$ cat config.mk
export PLATFORM = sky130hd
export DESIGN_NAME = mic_front
export DESIGN_NICKNAME = d
export VERILOG_FILES = /design/src/rtl/mic_pkg.sv /design/src/rtl/mic_front.sv
export SDC_FILE = /design/constraint.sdc
export NUM_CORES = 1
export LEC_CHECK = 0
export BUFFER_PORTS_ARGS = -buffer_cell sky130_fd_sc_hd__clkbuf_2
export CORE_ASPECT_RATIO = 0.8
export CORE_UTILIZATION = 50
export DETAILED_ROUTE_END_ITERATION = 10
export HOLD_SLACK_MARGIN = 0.08
export PLACE_DENSITY_LB_ADDON = 0.08
export SYNTH_ARGS = -nofsm -noshare
export SYNTH_HDL_FRONTEND = slang
export SYNTH_SLANG_ARGS = --single-unit
$ cat constraint.sdc
create_clock -name clk_i -period 7.76 [get_ports clk_i]
set_input_delay 0.388 -clock clk_i [delete_from_list [all_inputs] [get_ports clk_i]]
set_output_delay 0.388 -clock clk_i [all_outputs]
set_load 0.01 [all_outputs]
$ cat src/rtl/mic_pkg.sv
`default_nettype none

package mic_pkg;

  localparam int unsigned Axes = 3;

  // Raw sample, range and datapath widths
  localparam int unsigned RawW    = 16;
  localparam int unsigned MidW    = RawW + 1;
  localparam int unsigned DiffW   = RawW + 2;
  localparam int unsigned ScaleW  = 24;
  localparam int unsigned TotalW  = RawW + 2;
  localparam int unsigned FracW   = 16;
  localparam int unsigned DvdW    = TotalW + FracW;
  localparam int unsigned DvsW    = RawW + 2;
  localparam int unsigned FieldW  = 32;
  localparam int unsigned ProdW   = DiffW + ScaleW + 1;
  localparam int unsigned Prod3W  = ProdW + 1;
  localparam int unsigned QuotW   = 30;

  localparam logic [15:0]       TargetReset   = 16'd1000;
  localparam logic [ScaleW-1:0] ScaleOne      = 24'd65536;
  localparam logic [ScaleW-1:0] ScaleMax      = 24'hFFFFFF;
  localparam logic [31:0]       RecipFive     = 32'hCCCCCCCD;
  localparam int unsigned       QueueDepthDef = 2;

  localparam logic ActCal     = 1'b0;
  localparam logic ActCorrect = 1'b1;

  typedef struct packed {
    logic                       action;
    logic [Axes-1:0][RawW-1:0]  raw;
  } item_t;

  typedef struct packed {
    logic  valid;
    logic  cal;
    item_t item;
  } qhead_t;

endpackage

`default_nettype wire

$ cat src/rtl/mic_front.sv
`default_nettype none

module mic_front #(
  parameter int unsigned QueueDepth = mic_pkg::QueueDepthDef
) (
  input  wire logic          clk_i,
  input  wire logic          rst_ni,
  input  wire logic          in_valid_i,
  output logic               in_stall_o,
  input  wire mic_pkg::item_t in_item_i,
  output mic_pkg::qhead_t    head_o,
  input  wire logic          pop_i
);

  localparam int unsigned PtrW = (QueueDepth > 1) ? $clog2(QueueDepth) : 1;
  localparam int unsigned CntW = $clog2(QueueDepth + 1);
  localparam logic [PtrW-1:0] LastPtr = PtrW'(QueueDepth - 1);
  localparam logic [CntW-1:0] FullCnt = CntW'(QueueDepth);

  mic_pkg::item_t  mem_q [QueueDepth];
  logic [PtrW-1:0] wr_q, wr_d, rd_q, rd_d;
  logic [CntW-1:0] cnt_q, cnt_d;
  logic            push, pop;

  assign in_stall_o = (cnt_q == FullCnt);
  assign push       = in_valid_i && !in_stall_o;
  assign pop        = pop_i && (cnt_q != '0);

  assign head_o.valid = (cnt_q != '0);
  assign head_o.item  = mem_q[rd_q];
  assign head_o.cal   = (mem_q[rd_q].action == mic_pkg::ActCal);

  always_comb begin
    wr_d  = wr_q;
    rd_d  = rd_q;
    cnt_d = cnt_q;
    if (push) begin
      wr_d = (wr_q == LastPtr) ? '0 : wr_q + 1'b1;
    end
    if (pop) begin
      rd_d = (rd_q == LastPtr) ? '0 : rd_q + 1'b1;
    end
    if (push && !pop) begin
      cnt_d = cnt_q + 1'b1;
    end else if (pop && !push) begin
      cnt_d = cnt_q - 1'b1;
    end
  end

  always_ff @(posedge clk_i or negedge rst_ni) begin
    if (!rst_ni) begin
      wr_q  <= '0;
      rd_q  <= '0;
      cnt_q <= '0;
    end else begin
      wr_q  <= wr_d;
      rd_q  <= rd_d;
      cnt_q <= cnt_d;
    end
  end

  always_ff @(posedge clk_i) begin
    if (push) begin
      mem_q[wr_q] <= in_item_i;
    end
  end

endmodule

`default_nettype wire

# Word-level counts from Yosys, hierarchy flattened

Memory sizes are Yosys's and may differ from the RTL's.
Cells that the tools add are included.

Register bits: 4
Memory bits (writable): 98
Input port bits: 53
Output and inout bits: 52
Logic and storage cells: 25
Memories kept: 1

$add $sub $neg: 4
Equal/unequal tests: 1
Multiplexer cells: 6
Bitwise gates (word level): 1
Reductions and logical operators: 9

Memories:

| name  | depth | width | rd ports | clocked after memory_dff | write ports | RTL line        | source |
|---|---|---|---|---|---|---|---|
| mem_q | 2     | 49    | 1        | 0                        | 1           | mic_front.sv:20 | `mic_pkg::item_t mem_q [QueueDepth];` |

Operators by type and width:

| operator                                          | number |
|---|---|
| logical AND 1 bit                                 | 4 |
| 2-to-1 mux 1 bit                                  | 4 |
| 2-to-1 mux 2 bit                                  | 2 |
| nonzero test 2 bit                                | 2 |
| zero test 1 bit                                   | 3 |
| adder 1 bit (second input constant)               | 2 |
| adder 2 x 1 -> 2 bit (second input constant)      | 1 |
| == test 2 bit (second input constant)             | 1 |
| subtractor 2 x 1 -> 2 bit (second input constant) | 1 |
| NOT 1 bit                                         | 1 |

# Logic depth before layout (Yosys ltp)

Depth in word-level cells: 7
Gate-level depth with buffers: 7
Mapped depth without buffers: 7

# Worst setup path after synthesis

Ideal clock, no wire load.

Kind: reg-to-reg
Start point: register cnt_q[0]
End point: memory mem_q[0][0] (netlist bit), enable pin
Library setup time: 456 ps
Arrival time: 2680 ps
Required time: 7304 ps
Slack: 4625 ps
Cell stages (with the launch flop): 4
Path buffers: 0
Period minus slack after synthesis: 3135 ps
Cell sequence: dfrtp_1 nand2b_1 nand2_1 nor2_1

Cells in the longest elaborated chain, start to end: 5

RTL lines:

| item                                   | RTL line        | source |
|---|---|---|
| start: declaration                     | mic_front.sv:22 | `logic [CntW-1:0] cnt_q, cnt_d;` |
| start signal: assignment               | mic_front.sv:58 | `cnt_q <= cnt_d;` |
| == test 2 bit                          | mic_front.sv:25 | `assign in_stall_o = (cnt_q == FullCnt);` |
| zero test 1 bit                        | mic_front.sv:26 | `assign push = in_valid_i && !in_stall_o;` |
| logical AND 1 bit                      | mic_front.sv:26 |  |
| 2-to-1 mux 1 bit                       | mic_front.sv:63 | `if (push) begin` |
| 2-to-1 mux 1 bit (implied by the code) | mic_front.sv:64 | `mem_q[wr_q] <= in_item_i;` |
| end: declaration                       | mic_front.sv:20 |  |

No other way between the ends.

==> results <==
- The critical path is of the reg -> out type.
- The cell count after synthesis is between 150 and 200.
- The run finished with clean final reports.
- Synthesis inferred 102 register bits.
- The mean cell area of the mapped netlist is around 23 sq um.
- The count of nets after finishing is between 300 and 400.
- The HPWL after detailed placement is approximately 3700 um.
- In this run the worst hold path is classified as in -> reg.
- The synthesized design devotes to its leading area cell type between 70% and 80% of total area.
- In this run the remaining antenna-violating nets after routing total 0.
- The total of cells resized after clock tree synthesis is 0.
- The number of buffer and inverter stages on the critical path is 1.
- The initial antenna violation count is 0.
- The shortest period the worst path allows is 2.304 ns.
- The count of warnings emitted by yosys is 0.
- By area the synthesized netlist is led by sky130_fd_sc_hd__edfxtp_1, sky130_fd_sc_hd__mux2_4, sky130_fd_sc_hd__dfrtp_1.
- The ratio of final minimum period to clock period is between 20 and 30%.
- The number of hold buffers added after CTS was 1.
- For this design, the slowest cell found on the critical path is sky130_fd_sc_hd__dfrtp_4.
- Using the TritonRoute via totals, the vias-per-cell ratio works out to 4.711.
- The finished cells cover around 4700 sq um.
- The final hold violation count came to 0.
- Headroom to the max-slew limit came out at a little under two fifths.
- The number of global-route vias before repair is around 1800.
- Dividing the detail-routed wire length by the instance count gives 14.42 um.
- The largest incremental delay on the critical path is approximately 1.1 ns.
- The clock-pin slew on the worst setup and hold paths is ~0.09 ns.
- At the end of routability-driven placement, the weighted congestion stood at 0.7072.
- Global routing used approximately 14% of the available tracks across all layers.
- Entering global routing, the biggest net connects a little over 50 pins.
- The share of final-layout standard cells stronger than drive strength 1 is around 60%.
- Synthesis instantiated 16 different standard cells from the library.
- Traced cell by cell, the critical path runs through mux2_4 > clkbuf_2.
- The floorplan step defined a core boundary enclosing approximately 7500 sq um.
- Sequential elements use between 70% and 80% of the synthesized area.
- The number of H-tree levels is 3.
- The synthesized cell area is between 3000 and 4000 sq um.
- The launch instance of the worst register-to-register path is cnt_q[0]$_DFFE_PN0P_.
- The worst setup path is launched from a flop.
- about 110 I/O pins were placed.
- The number of rows created at floorplan is 28.
- The kind of cell adding the most delay to the critical path is flip-flops.
- The vertical extent of the die is approximately 81 um.
- The root buffer cell chosen for the clock tree is sky130_fd_sc_hd__clkbuf_8.
- The starting DRC count in detailed routing is 74.
- Leaving out fill and tap cells, the most frequent cell in the layout is sky130_fd_sc_hd__clkbuf_2.
- The count of clock tree sinks is between 100 and 150.
- Between clock sinks in the finished design, the worst skew comes to roughly 0.0084 ns.
- The count of buffers from port buffering is 104.
- After detailed routing, the number of remaining DRC violations is 0.
- The max-slew violation count was 0.
- The first-pass iteration count of the detailed router is 4.
- The worst IR drop on VDD is approximately 0.00017 V.
- For the final routed database, the setup TNS stands at 0 ns.
- The largest driver fanout on the critical path is 50.
- Leaving out fill and tap cells, the most frequent cells in the layout are sky130_fd_sc_hd__clkbuf_2, sky130_fd_sc_hd__edfxtp_1, sky130_fd_sc_hd__mux2_4.
- The first-pass GRT wire length is around 8400 um.
- Post-CTS timing repair inserted 0 buffers for setup.
- The top cell type by total area after synthesis is sky130_fd_sc_hd__edfxtp_1.
- The data arrival time of the critical path is between 1.5 and 2 ns.
- At the worst endpoint, the required time is between 7 and 8 ns.
- The worst hold path terminates at mem_q[1][0]$_DFFE_PP_.
- The total power density per cell area is between 300 and 400 nW/um^2.
- The die outline area is 8259 sq um.
- The number of stages on the worst hold path is 1.
- In this run the static leakage power is around 0.0019 uW.
- In this run the most critical hold path is launched from in_item_i[0].
- The count of maximum capacitance violations is 0.
- The final layout contains routed wiring with a total length of 5694 um.
- Counting every net in the synthesized netlist gives between 200 and 250.
- Setup repair after global routing left no endpoint under its margin.
- The total of endpoints with negative setup slack in the final report is 0.
- The number of buffers added by the clock tree synthesis step is 9.
- Summed over all layers, the global routing overflow is 0.
- From left edge to right edge, the die measures 101.4 um.
- The worst reg-to-reg setup slack is around 5.7 ns.
- The depth of the most critical reg-to-reg path is 4.
- For this run, the top clock speed supported by timing is roughly 430 MHz.
- The total power is around 1700 uW.
- The area added between synthesis and finish is 19.99%.
- Counting along the longest clock path gives a buffer depth of 2.
- TritonCTS built the clock tree.
- The post-place instance area is ~4600 sq um.
- The count of inserted antenna diode cells is 0.
- In this run the critical register-to-register path is captured at mem_q[0][5]$_DFFE_PP_.
- The routed layout has 1861 vias.
- For the pin with the worst max-slew slack, the measured transition is approximately 0.93 ns.
- The initial core utilization is a little over half.
- The worst setup path is captured at an output port.
- The clock network latency to the later pin of the worst-skew pair is between 0.3 and 0.4 ns.
report_power, final:
group          internal (uW)  total [uW]  switching, uW
logic                    309         541            232
clock network            117         284            167
registers                754         857            103
total                   1180        1680            502
through the flow:
step	util, %	instances	setup slack, ns	hold slack [ns]
floorplan	-	173	4.625	0.09241
global placement	60.55	378	5.736	0.2038
detailed placement	60.55	378	5.690	0.2065
CTS	62.91	395	5.398	0.2035
global route	62.91	395	5.339	0.1963
finish	62.91	395	5.456	0.2190
how the worst max path moves through the flow:
stage | startpoint | endpoint | depth (start not counted)
after global placement | cnt_q[0]$_DFFE_PN0P_ | mem_q[0][36]$_DFFE_PP_ | 4
after CTS | rd_q$_DFFE_PN0P_ | head_o[49] | 2
final | rd_q$_DFFE_PN0P_ | head_o[8] | 2
after floorplan | cnt_q[0]$_DFFE_PN0P_ | mem_q[0][0]$_DFFE_PP_ | 3
after detailed placement | cnt_q[0]$_DFFE_PN0P_ | mem_q[0][1]$_DFFE_PP_ | 4
after global routing | rd_q$_DFFE_PN0P_ | head_o[49] | 2
area by class of cell:
cell class,count,area (sq um)
Multi-Input combinational cell,62,835.8
Fill cell,541,2794
Timing Repair Buffer,107,545.5
Sequential cell,102,3047
Inverter,3,11.26
Tap cell,105,131.4
Clock buffer,11,131.4
Clock inverter,5,36.28
registers in the layout, indices dropped and copies added, names as in the netlist:
name and flops:
wr_q 1, mem_q 98, rd_q 1, cnt_q 2
layer usage:
layer | routed length [um] | up-vias | track usage, %
met4 | 40 | 0 | 5.217
met2 | 2929 | 67 | 24.35
met1 | 2239 | 897 | 15.36
li1 | - | 891 | -
met5 | 0 | - | 0
met3 | 484 | 6 | 6.979
kinds of logic (layout without fill, tap and decap cells):
| group | Yosys count | count (layout) | share of synthesized area (%) |
|---|---|---|---|
| xor gates and xnor gates | 5 | 5 | 1.109 |
| adders and majority gates | 1 | 1 | 0.3168 |
| buffers and inverters | 9 | 126 | 1.996 |
| DFF | 102 | 102 | 77.06 |
| muxes | 49 | 49 | 18.60 |
| and+or+nand+nor | 7 | 7 | 0.9193 |
synth_stat cells, drive strengths merged:
library cell  count
inv               3
mux2i             1
buf               6
edfxtp           98
nor2              2
dfrtp             4
xnor2             3
nand2b            1
and3              1
mux2             48
or2               1
ha                1
nand2             2
xor2              2
(Power assumes the default switching activity.)
